File: src/rtl/vspp_pkg.sv
// Package for the vector step pixel plotter: frame geometry, bus and
// latched command codes, controller states and control/status structs.
// No dependencies.
`default_nettype none

package vspp_pkg;

	localparam int FRAME_WIDTH  = 256;
	localparam int FRAME_HEIGHT = 256;
	localparam int STORE_DEPTH  = FRAME_WIDTH * FRAME_HEIGHT;
	localparam int STORE_AW     = $clog2(STORE_DEPTH);

	typedef logic [STORE_AW-1:0] store_addr_t;

	// bus access codes
	typedef enum logic [1:0] {
		OP_CMD_WR  = 2'd0,
		OP_DATA_WR = 2'd1,
		OP_DATA_RD = 2'd2,
		OP_NOP     = 2'd3
	} vspp_op_t;

	// latched command codes
	localparam logic [7:0] CMD_STEP   = 8'h00;
	localparam logic [7:0] CMD_LOAD_X = 8'h08;
	localparam logic [7:0] CMD_LOAD_Y = 8'h10;
	localparam logic [7:0] CMD_FILL   = 8'h18;

	typedef enum logic [1:0] {
		ST_CLEAR,
		ST_IDLE,
		ST_READ,
		ST_FILL
	} vspp_state_t;

	typedef struct packed {
		logic latch_wr;
		logic data_wr;
		logic rd_issue;
		logic out_load;
		logic sweep_en;
	} vspp_cmd_t;

	typedef struct packed {
		logic latch_is_fill;
		logic sweep_last;
		logic out_free;
	} vspp_sts_t;

	function automatic logic in_frame(input logic [7:0] y);
		return {1'b0, y} < 9'(FRAME_HEIGHT);
	endfunction

	function automatic store_addr_t store_index(input logic [7:0] x, input logic [7:0] y);
		logic [15:0] flat;
		flat = {y, x};
		return flat[STORE_AW-1:0];
	endfunction

endpackage

`default_nettype wire

File: src/rtl/vspp_ctrl.sv
// Controller: sequences clearing, bus accesses, reads and fills.
// Depends on vspp_pkg.
`default_nettype none

module vspp_ctrl
	import vspp_pkg::*;
(
	input  wire logic       clk,
	input  wire logic       arst_n,
	input  wire logic       req_valid,
	input  wire logic [1:0] req_command,
	output      logic       req_ready,
	input  wire vspp_sts_t  sts,
	output      vspp_cmd_t  cmd
);

	vspp_state_t state_q, state_d;
	vspp_op_t    op;

	assign op = vspp_op_t'(req_command);

	always_ff @(posedge clk or negedge arst_n) begin
		if (!arst_n) begin
			state_q <= ST_CLEAR;
		end else begin
			state_q <= state_d;
		end
	end

	always_comb begin
		state_d   = state_q;
		cmd       = '0;
		req_ready = 1'b0;
		unique case (state_q)
			ST_CLEAR, ST_FILL: begin
				cmd.sweep_en = 1'b1;
				if (sts.sweep_last) begin
					state_d = ST_IDLE;
				end
			end
			ST_IDLE: begin
				req_ready = 1'b1;
				if (req_valid) begin
					unique case (op)
						OP_CMD_WR: cmd.latch_wr = 1'b1;
						OP_DATA_WR: begin
							cmd.data_wr = 1'b1;
							if (sts.latch_is_fill) begin
								state_d = ST_FILL;
							end
						end
						OP_DATA_RD: begin
							cmd.rd_issue = 1'b1;
							state_d      = ST_READ;
						end
						OP_NOP: ;
						default: ;
					endcase
				end
			end
			ST_READ: begin
				if (sts.out_free) begin
					cmd.out_load = 1'b1;
					state_d      = ST_IDLE;
				end
			end
			default: state_d = ST_IDLE;
		endcase
	end

endmodule

`default_nettype wire

File: config.mk
export PLATFORM = sky130hd
export DESIGN_NAME = vspp_ctrl
export DESIGN_NICKNAME = d
export VERILOG_FILES = /design/src/rtl/vspp_pkg.sv /design/src/rtl/vspp_ctrl.sv
export SDC_FILE = /design/constraint.sdc
export NUM_CORES = 1
export LEC_CHECK = 0
export BUFFER_PORTS_ARGS = -buffer_cell sky130_fd_sc_hd__buf_4
export CAP_MARGIN = 20
export CORE_AREA = 2 2 39 41
export CTS_CLUSTER_SIZE = 40
export DETAILED_ROUTE_END_ITERATION = 8
export DIE_AREA = 0 0 41 43
export HOLD_SLACK_MARGIN = 0.1
export REMOVE_ABC_BUFFERS = 1
export SLEW_MARGIN = 10
export SYNTH_ARGS = -nofsm -noshare
export SYNTH_HDL_FRONTEND = slang
export SYNTH_SLANG_ARGS = --single-unit
File: constraint.sdc
create_clock -name clk -period 2.5 [get_ports clk]
set_input_delay 0.5 -clock clk [delete_from_list [all_inputs] [get_ports clk]]
set_output_delay 0.5 -clock clk [all_outputs]
set_load 0.01 [all_outputs]
---- Yosys cells after proc, flatten, opt, wreduce, memory -nomap -nowiden ----
Index checks and enable logic that the tools add are counted.
W data, S select, Z words.
word-level totals
  register bits after elaboration ......... 2
  input bits .............................. 8
  output and inout bits ................... 6
operators by class
  equal/unequal tests ..................... 10
  muxes and demuxes ....................... 15
  reduce and logical (&&, ||, !) cells .... 4
operator list
  kind                  count
  $mux W2               4
  $mux W1               7
  $eq A2 B2 Y1 const B  3
  $mux W3               2
  $ne A2 B2 Y1 const B  3
  $pmux W2 S3           1
  $reduce_and A5 Y1     1
  $eq A2 B1 Y1 const B  2
  $logic_not A2 Y1      2
  $pmux W2 S2           1
  $ne A3 B1 Y1 const B  1
  $ne A3 B3 Y1 const B  1
  $reduce_or A2 Y1      1

---- Longest topological paths before layout ----
Gate-level depths: netlist (run 1).
  depth after elaboration ................. 4
  mapped depth ............................ 5

---- Least setup slack after synthesis (run 1) ----
Ideal clock, no wire load.
  kind .................................... register to output
  from .................................... register state_q[1]
  to ...................................... output port cmd[4] in the netlist's numbering
  arrival ................................. 1.096 ns
  data required time ...................... 2.000 ns
  slack ................................... 0.904 ns
  cell stages (with the launch flop) ...... 5
  buffers on the path ..................... 0
  cells stage by stage .................... dfrtp_1 -> inv_1 -> ha_1 -> inv_1 -> nor4_1
RTL lines
  item                    line             RTL
  from (decl)             vspp_ctrl.sv:17  vspp_state_t state_q, state_d;
  from (signal assigned)  vspp_ctrl.sv:26  state_q <= state_d;
  to (decl)               vspp_ctrl.sv:14  output vspp_cmd_t cmd

==> results by group, run 1 <==
CTS
  • CTS tree: built
  • Buffers from clock root to sink, at most: 2
  • Clock H-tree levels: 1
  • Clock root cell: clkbuf_4
  • Worst-Skew Late Latency: 0.22 ns
  • Clk sink count: 2
  • Post-CTS resize count: 0
  • Total CTS buffers: 3
  • Register clock-pin slew on the reported worst setup and hold paths: 0.03 ns

Synth
  • Share of the synthesized area in compound gates (AO/OA/AOI/OAI): 16.1%
  • Combinational family with the most area after synthesis: simple AND/OR/NAND/NOR gates
  • Fraction of the yosys area taken by sequential cells: 23.0%
  • Total standard cell area after synthesis: 218 um^2
  • Proportion of synthesized area in mux cells: 0%
  • Simple logic cell fraction of the synthesized area: 29.3%
  • Largest area contributor in the netlist: dfrtp_1
  • Yosys cell types: 19
  • Area share of the largest cell type after synthesis: 23.0%
  • Area share of fa/ha/maj cells after synthesis: 17.2%
  • Xor-xnor portion of the synthesized cell area: 4.02%
  • Area contributors post-synth: dfrtp_1, ha_1, inv_1
  • Cells after Synth: 26
  • Post-synthesis sequential element count: 2
  • Average instance area after synthesis: 8.37 um^2
  • Synth warnings: 0

Detailed routing
  • Number of nets with antenna violations after detailed routing: 0
  • Number of design rule violations left after detail routing: 0
  • First-pass detailed-route iteration total: 4
  • Wire length per cell after detailed routing: 8.59 um
  • Final Routed Wirelength: 507 um
  • Routed wire length on met2: 229 um
  • Vias after detailed routing: 244
  • Ratio of routed vias to standard cells: 4.14
  • Number of DRC markers in iteration 0: 3
  • Routed length on met3: 43 um
  • Total routed wire length on the met1 layer: 235 um
  • Top Metal Used: met3

Hold path
  • Worst hold-check path type: reg2reg
  • Instance count along the most critical hold path: 2

GRT
  • Via count of the first global-routing pass: 217
  • Antenna violations before repair: 0
  • Wire length of the first global-routing pass: 841 um
  • Global routing usage summed across all routing layers: 7.54%
  • Overall overflow remaining after global route: 0
  • Maximum number of pins on one net before global-route repair: 7

Floorplan
  • Initial cell density of the core: 15.7%
  • Row count: 14
  • Horizontal die dimension: 41 um
  • Number of ports placed on the die boundary: 14
  • Die Footprint: 1760 um^2
  • Core box area: 1380 um^2
  • Height of the die: 43 um

Cells and area
  • Area taken by flip-flops and latches: 50.0 um^2
  • Most common cell after layout, fill and taps aside: buf_4
  • Commonest cells after routing, fill and taps aside: buf_4, inv_1, ha_1, clkbuf_4, dfrtp_1
  • Number of nets in the final layout: 56
  • Number of diodes: 0
  • Register containing the most flip-flops in the final layout: state_q
  • Biggest registers after layout: state_q x2
  • Multi-input gate area in the final layout: 145 um^2
  • Signed area change from the synthesized netlist to the final layout: 69.0%
  • Fill count: 164
  • Share of post-route cells with drive strength above 1: 44.2%
  • Flip-flop count of the largest register, all copies and words added: 2

STA
  • Final Skew: 0.000963 ns
  • Setup-failing EPs final: 0
  • Worst hold slack: 0.570 ns
  • Measured slew at the worst slew-check pin: 0.307 ns
  • Number of hold violations in the final report: 0
  • Final Slew Violations: 0
  • Final total negative setup slack: 0 ns
  • Shortest clock period the worst path allows after layout: 1.82 ns
  • Max transition margin: 79.5%
  • Unrepaired setup endpoints after global routing: no
  • Crit share post-route: 72.9%
  • Achievable Freq: 548 MHz

Pwr
  • Power density of the placed cells: 925 nW/um^2
  • Leak: 0.000200 uW
  • Worst VDD drop: 0.000255 V

Job
  • Max cap viols: 0

Critical path
  • Top fanout value on the critical path: 4
  • Data arrival time of the critical path: 1.32 ns
  • Worst path slowest cell: dfrtp_1
  • Critical path, cell by cell: inv_1 > ha_1 > inv_1 > nor4_1 > buf_4
  • Crit-path most repeated cell: inv_1
  • Worst reg2reg path depth: 5
  • Setup CP Type: reg2out
  • Sort of element at the start of the critical path: flop
  • Crit end category: output port
  • Slowest stage delay, CP: 0.39 ns
  • Required time of the worst setup path: 2.00 ns

Placement
  • Final RePlAce weighted congestion: 0.707
  • Placed wire-length estimate after detailed placement: 409 um
  • Number of port buffers: 13

Outcome
  • Result of the run: completed
final cells by class:
cell class,count,area share (%)
Sequential cell,2,13.6
Inverter,6,6.12
Timing Repair Buffer,14,29.3
Clock buffer,3,6.12
Tap cell,16,5.44
Multi-Input combinational cell,18,39.5
cells in the mapped netlist:
| cell type | number |
|---|---|
| inv_1 | 5 |
| ha_1 | 3 |
| dfrtp_1 | 2 |
| a21oi_1 | 1 |
| a22oi_1 | 1 |
| a31oi_1 | 1 |
| and2_1 | 1 |
| and2_4 | 1 |
| and3_1 | 1 |
| and4b_1 | 1 |
| inv_2 | 1 |
| nand2_1 | 1 |
| nand4_1 | 1 |
| nor2_1 | 1 |
| nor3b_2 | 1 |
| nor4_1 | 1 |
| o21ai_1 | 1 |
| o221a_1 | 1 |
| xor2_1 | 1 |
layer usage:
metal,GRT usage [%],vias up
met4,8.00,0
met5,0,-
li1,-,127
met3,3.14,0
met2,9.06,11
met1,9.03,106
timing repair:
| action | CTS | global route |
|---|---|---|
| hold buffers | 1 | 0 |
| buffers inserted | 0 | 0 |
| hold endpoints to repair | 2 | 0 |
final timing paths:
check | start | slack (ns) | endpoint
worst max-delay path | state_q[1] | 0.68 | cmd[4]
worst min-delay path | state_q[1] | 0.57 | state_q[1]
worst max register to register | state_q[0] | 1.03 | state_q[0]
worst min register to register | state_q[1] | 0.57 | state_q[1]
max in group asynchronous | arst_n | 1.81 | state_q[1]
min in group asynchronous | arst_n | 0.61 | state_q[0]
critical path: cells and delay by family, from the launching register on:
family,cells,cell delay [ns]
adder cells (fa/ha/maj),1,0.21
buffers and inverters,3,0.34
AND/OR/NAND/NOR,1,0.17
flip-flops,1,0.39
metrics by stage:
stage               instances  util, %  total power [uW]  setup slack [ns]  cell area, um^2
CTS                        59     26.6               347             0.662              368
global placement           55     24.2               268             0.926              335
floorplan                  26        -               189             0.904              218
global route               59     26.6               376             0.583              368
finish                     59     26.6               340             0.676              368
detailed placement         55     24.2               268             0.914              335
kinds of logic (layout without fill, tap and decap cells):
logic type / after synthesis / after routing
compound gates: 5 / 5
xor+xnor: 1 / 1
fa+ha+maj: 3 / 3
buf+inv: 6 / 23
flops: 2 / 2
simple gates: 9 / 9
report_power, final:
group	leakage [uW]	total, uW	internal, uW	switching [uW]
clock	0.0000138	70.6	52.9	17.7
sequential	0.0000217	61.3	47.6	13.8
combinational	0.000165	208	106	102
total	0.000200	340	207	133
Power figures use the tool's default switching activity.
==> run 2: changes to the inputs <==
--- a/config.mk
+++ b/config.mk
@@ -5,6 +5,7 @@
 export SDC_FILE = /design/constraint.sdc
 export NUM_CORES = 1
 export LEC_CHECK = 0
+export ABC_AREA = 1
 export BUFFER_PORTS_ARGS = -buffer_cell sky130_fd_sc_hd__buf_4
 export CAP_MARGIN = 20
 export CORE_AREA = 2 2 39 41
==> constraint.sdc (replaced) <==
create_clock -name clk -period 1.5 [get_ports clk]
set_input_delay 0.3 -clock clk [delete_from_list [all_inputs] [get_ports clk]]
set_output_delay 0.3 -clock clk [all_outputs]
set_load 0.01 [all_outputs]
==> run 2 against run 1 <==
Net effect:
- register-to-register slack got worse by 0.85 ns
- critical path depth unchanged
- design area increased by 20%
- worst setup slack got worse by 0.67 ns
- utilization is 5.4 points higher
- synthesized area up 6.9%
- combinational power rose to 2.5 times the previous value
- flip-flop and latch count unchanged
- synthesized cell count is 46% higher
- largest power group unchanged
==> results by group, run 2 <==
Synth
  • Top post-synthesis cells by count: nand2_1, inv_1, nand3_1
  • Yosys cell types: 11
  • Fraction of the yosys area taken by sequential cells: 21.5%
  • Cells after Synth: 38
  • Largest area contributor in the netlist: dfrtp_1
  • Top flip-flop cell by instance count after synthesis: dfrtp_1
  • Most frequent cell after synthesis: nand2_1
  • Area contributors post-synth: dfrtp_1, nand2_1, ha_1
  • Total standard cell area after synthesis: 233 um^2
  • Average instance area after synthesis: 6.12 um^2
  • Asr flop ratio synth: 100%
  • Area share of the largest cell type after synthesis: 21.5%
  • Synth warnings: 0
  • Post-synthesis sequential element count: 2
  • Number of enable flip-flop cells after synthesis: 0

CTS
  • Clock root cell: clkbuf_4
  • CTS tree: built
  • Clk sink count: 2
  • Register clock-pin slew on the reported worst setup and hold paths: 0.03 ns
  • Clock H-tree levels: 1
  • Worst-Skew Late Latency: 0.22 ns
  • Buffers from clock root to sink, at most: 2
  • Total CTS buffers: 3

Critical path
  • Worst path slowest cell: dfrtp_1
  • Slowest stage delay, CP: 0.38 ns
  • Sort of element at the start of the critical path: flop
  • Crit-path most repeated cell: inv_2
  • Critical path, cell by cell: inv_2 > ha_4 > inv_2 > nor4_2 > buf_4
  • Crit end category: output port
  • Setup CP Type: reg2out
  • Worst reg2reg path depth: 10
  • Top fanout value on the critical path: 4
  • WP buf/inv: 3
  • Data arrival time of the critical path: 1.19 ns
  • Top cell family by delay on the critical path: flip-flops
  • Required time of the worst setup path: 1.20 ns
  • Number of cells on the critical path: 5

STA
  • Worst hold slack: 0.398 ns
  • Max transition margin: 87.1%
  • Setup-failing EPs final: 0
  • Shortest clock period the worst path allows after layout: 1.49 ns
  • Number of hold violations in the final report: 0
  • Crit share post-route: 99.3%
  • Final total negative setup slack: 0 ns
  • Worst Setup Slack, final: 0.0104 ns
  • Unrepaired setup endpoints after global routing: yes
  • Final Skew: 0.00114 ns
  • Achievable Freq: 671 MHz
  • Final Slew Violations: 0
  • Measured slew at the worst slew-check pin: 0.192 ns

Pwr
  • Total internal power: 427 uW
  • Clock Power Share: 15.2%
  • Switching component of the power: 338 uW
  • Sum of internal, switching and leakage power: 765 uW
  • Power density of the placed cells: 1730 nW/um^2
  • Leak: 0.000241 uW
  • Worst VDD drop: 0.000684 V
  • Seq pwr share: 16.3%
  • Portion of total power attributed to combinational logic: 68.5%
  • Switching share of power: 44.1%

Cells and area
  • Register containing the most flip-flops in the final layout: state_q
  • Number of nets in the final layout: 69
  • Number of diodes: 0
  • Biggest registers after layout: state_q x2
  • Commonest cells after routing, fill and taps aside: buf_4, nand2_1, inv_1
  • Fill count: 147
  • Most common cell after layout, fill and taps aside: buf_4
  • Flip-flop count of the largest register, all copies and words added: 2
  • Share of post-route cells with drive strength above 1: 58.9%
  • Signed area change from the synthesized netlist to the final layout: 90.3%

Floorplan
  • Height of the die: 43 um
  • Core box area: 1380 um^2
  • Number of ports placed on the die boundary: 14
  • Row count: 14
  • Initial cell density of the core: 16.8%
  • Horizontal die dimension: 41 um
  • Die Footprint: 1760 um^2

Placement
  • Worst-case setup slack after placement: 0.146 ns
  • Final RePlAce weighted congestion: 0.647
  • Number of port buffers: 13
  • Placed wire-length estimate after detailed placement: 426 um

GRT
  • Overall overflow remaining after global route: 0
  • Maximum number of pins on one net before global-route repair: 5
  • Antenna violations before repair: 0
  • Global routing usage summed across all routing layers: 6.93%
  • Via count of the first global-routing pass: 244
  • Wire length of the first global-routing pass: 786 um

Detailed routing
  • Final Routed Wirelength: 579 um
  • Wire length per cell after detailed routing: 8.04 um
  • First-pass detailed-route iteration total: 4
  • Number of design rule violations left after detail routing: 0
  • Ratio of routed vias to standard cells: 3.93
  • Vias after detailed routing: 283
  • Number of nets with antenna violations after detailed routing: 0
  • Number of DRC markers in iteration 0: 3

Job
  • Max cap viols: 0

Outcome
  • Result of the run: completed

Hold path
  • Worst hold-check path type: in2async
run 2: power by group through the flow:
stage	Sequential, uW	Combinational [uW]	Clock, uW
after detailed placement	108	410	0
after global placement	106	410	0
final	124	524	117
after global routing	128	594	131
after CTS	114	462	127
after floorplan	103	274	0
run 2: worst paths after layout:
kind | start | slack (ns) | to
worst max-delay path | state_q[1] | 0.01 | cmd[4]
worst min-delay path | arst_n | 0.40 | state_q[0]
worst max register to register | state_q[0] | 0.18 | state_q[0]
worst min register to register | state_q[0] | 0.59 | state_q[0]
max in group asynchronous | arst_n | 1.00 | state_q[0]
min in group clk | req_command[1] | 0.44 | state_q[0]
run 2: final cells by class:
class / count / area [um^2] / area share, %
clock buffers: 3 / 22.5 / 5.08
inverters: 11 / 41.3 / 9.32
multi-input cells: 25 / 193 / 43.5
flip-flops and latches: 2 / 51.3 / 11.6
well taps: 16 / 20.0 / 4.52
repair buffers: 15 / 115 / 26.0
run 2: through the flow:
step | cell area (um^2) | cells | util (%)
floorplan | 233 | 38 | -
global placement | 350 | 67 | 25.3
detailed placement | 350 | 67 | 25.3
CTS | 403 | 72 | 29.1
global route | 443 | 72 | 32.0
finish | 443 | 72 | 32.0
run 2: cell families after synthesis:
family	Yosys count	synth area share (%)
AND/OR/NAND/NOR	21	40.9
buffers and inverters	11	17.7
adder cells (fa/ha/maj)	3	16.1
flip-flops	2	21.5
AO/OA/AOI/OAI	1	3.76
run 2: layer usage:
| metal | global-route usage, % | part of all wire [%] | vias up |
|---|---|---|---|
| li1 | - | - | 149 |
| met1 | 6.11 | 39 | 127 |
| met2 | 10.9 | 54 | 7 |
| met3 | 1.57 | 6.4 | 0 |
| met4 | 8.00 | 0 | 0 |
| met5 | 0 | 0 | - |
run 2: repair_timing:
action                                 in CTS  in global routing
gates resized for setup                     4                  7
pin swaps                                   0                  1
buffers inserted                            1                  0
endpoints found under the hold margin       2                  0
hold buffers                                1                  0
setup endpoints to repair                   3                  5
==> run 3: changes to the inputs <==
--- a/config.mk
+++ b/config.mk
@@ -5,7 +5,6 @@
 export SDC_FILE = /design/constraint.sdc
 export NUM_CORES = 1
 export LEC_CHECK = 0
-export ABC_AREA = 1
 export BUFFER_PORTS_ARGS = -buffer_cell sky130_fd_sc_hd__buf_4
 export CAP_MARGIN = 20
 export CORE_AREA = 2 2 39 41
==> run 3 against run 2 <==
Net effect:
- highest routed layer unchanged
- register-to-register slack worse by 0.11 ns
- critical path type unchanged
- non-clock buffer count up 2
- die area unchanged
- flip-flop and latch count stayed put
- combinational power increased by 2%
- design area grew 2.3%
- worst hold slack better by 0.00080 ns
- clock power up 6%
- worst setup slack got worse by 0.053 ns
- routed wire length rose by 5.0%
- the flow now finishes with violations (setup timing)
- global-route usage up 0.79 points
==> results by group, run 3 (same netlist as run 1, synthesis figures left out) <==
Critical path
  • Launching instance or port of the critical path: state_q[0]
  • Terminus of the critical flop-to-flop path: state_q[0]
  • FF-to-FF Start: state_q[0]
  • Worst setup endpoint: cmd[2]
  • Sort of element at the start of the critical path: flop
  • Crit end category: output port
  • Worst reg2reg path depth: 5
  • Worst-case register-to-register setup slack: 0.07 ns
  • Top fanout value on the critical path: 4
  • Data arrival time of the critical path: 1.24 ns
  • Setup CP Type: reg2out
  • Required time of the worst setup path: 1.20 ns

CTS
  • CTS tree: built
  • Clock H-tree levels: 1
  • Worst-Skew Late Latency: 0.23 ns
  • Clk sink count: 2
  • Total CTS buffers: 3
  • Buffers from clock root to sink, at most: 2
  • Clock root cell: clkbuf_4
  • Register clock-pin slew on the reported worst setup and hold paths: 0.03 ns

GRT
  • Overall overflow remaining after global route: 0
  • Wire length of the first global-routing pass: 917 um
  • Global routing usage summed across all routing layers: 7.72%
  • Via count of the first global-routing pass: 248
  • Maximum number of pins on one net before global-route repair: 7
  • Antenna violations before repair: 0

STA
  • Measured slew at the worst slew-check pin: 0.189 ns
  • Final Slew Violations: 0
  • Shortest clock period the worst path allows after layout: 1.54 ns
  • Max transition margin: 87.3%
  • Achievable Freq: 648 MHz
  • Setup-failing EPs final: 1
  • Worst hold slack: 0.399 ns
  • Number of hold violations in the final report: 0
  • Crit share post-route: 103%
  • Final total negative setup slack: -0.0427 ns
  • Unrepaired setup endpoints after global routing: yes
  • Final Skew: 0.00656 ns
  • Worst Setup Slack, final: -0.0427 ns

Placement
  • Final RePlAce weighted congestion: 0.731
  • Placed wire-length estimate after detailed placement: 407 um
  • Number of port buffers: 13

Detailed routing
  • Vias after detailed routing: 257
  • Total routed wire length on the met1 layer: 255 um
  • Final Routed Wirelength: 608 um
  • Number of design rule violations left after detail routing: 0
  • First-pass detailed-route iteration total: 1
  • Routed wire length on met2: 302 um
  • Routed length on met3: 50 um
  • Number of DRC markers in iteration 0: 0
  • Ratio of routed vias to standard cells: 4.15
  • Wire length per cell after detailed routing: 9.81 um
  • Top Metal Used: met3
  • Number of nets with antenna violations after detailed routing: 0

Outcome
  • Result of the run: complete, but fails checks
  • Violated checks: setup timing

Pwr
  • Worst VDD drop: 0.000537 V
  • Power density of the placed cells: 1710 nW/um^2
  • Leak: 0.000214 uW

Cells and area
  • Register containing the most flip-flops in the final layout: state_q
  • Number of nets in the final layout: 59
  • Number of diodes: 0
  • Flip-flop count of the largest register, all copies and words added: 2
  • Most common cell after layout, fill and taps aside: buf_4
  • Fill count: 150
  • Share of post-route cells with drive strength above 1: 67.4%
  • Biggest registers after layout: state_q x2
  • Signed area change from the synthesized netlist to the final layout: 108%
  • Post-Route Utilization: 32.7%
  • Commonest cells after routing, fill and taps aside: buf_4, inv_1, inv_2, ha_4, clkbuf_4

Floorplan
  • Number of ports placed on the die boundary: 14
  • Height of the die: 43 um
  • Initial cell density of the core: 15.7%
  • Row count: 14
  • Core box area: 1380 um^2
  • Horizontal die dimension: 41 um
  • Die Footprint: 1760 um^2

Hold path
  • Worst hold-check path type: in2async

Job
  • Max cap viols: 0
[run 3: where the power goes]
part	internal [uW]	total, uW	switching [uW]
sequential	81.2	114	32.8
clock	88.7	124	35.5
combinational	303	536	232
[run 3: worst min path at each step]
stage,start,endpoint,slack [ns],cells after the start
after floorplan,arst_n,state_q[0],0.004,0
after global placement,arst_n,state_q[1],0.08,1
after detailed placement,arst_n,state_q[0],0.08,1
after CTS,arst_n,state_q[1],0.40,2
after global routing,arst_n,state_q[0],0.42,2
final,arst_n,state_q[0],0.40,2
[run 3: per-stage QoR]
stage / instances / instance area [um^2] / worst slack [ns] / power (uW)
floorplan: 26 / 218 / 0.104 / 315
global placement: 55 / 335 / 0.0771 / 443
detailed placement: 55 / 335 / 0.0536 / 444
CTS: 61 / 412 / -0.0745 / 668
global route: 62 / 453 / -0.0659 / 836
finish: 62 / 453 / -0.0427 / 774
[run 3: layout make-up]
class / instances / area [um^2] / share of cell area [%]
Tap cell: 16 / 20.0 / 4.42
Sequential cell: 2 / 51.3 / 11.3
Inverter: 6 / 22.5 / 4.97
Clock buffer: 3 / 22.5 / 4.97
Multi-Input combinational cell: 18 / 199 / 43.9
Timing Repair Buffer: 17 / 138 / 30.4
[run 3: worst max-delay path, stage by stage, from the launching register on]
cell and delay, ns:
dfrtp_2 0.45, ha_4 0.18, buf_6 0.11, and3_4 0.16, buf_6 0.11
[run 3: repair_timing]
item,CTS,global route
endpoints found under the setup margin,3,7
hold buffers,1,0
buffers inserted,2,1
resized for setup,8,5
endpoints found under the hold margin,2,0
pin swaps,1,4
gates cloned,0,0
[run 3: per-layer routing]
layer / vias to the layer above / global-route usage [%]
met3: 0 / 0
li1: 130 / -
met5: - / 0
met2: 11 / 10.6
met1: 116 / 9.90
met4: 0 / 8.00
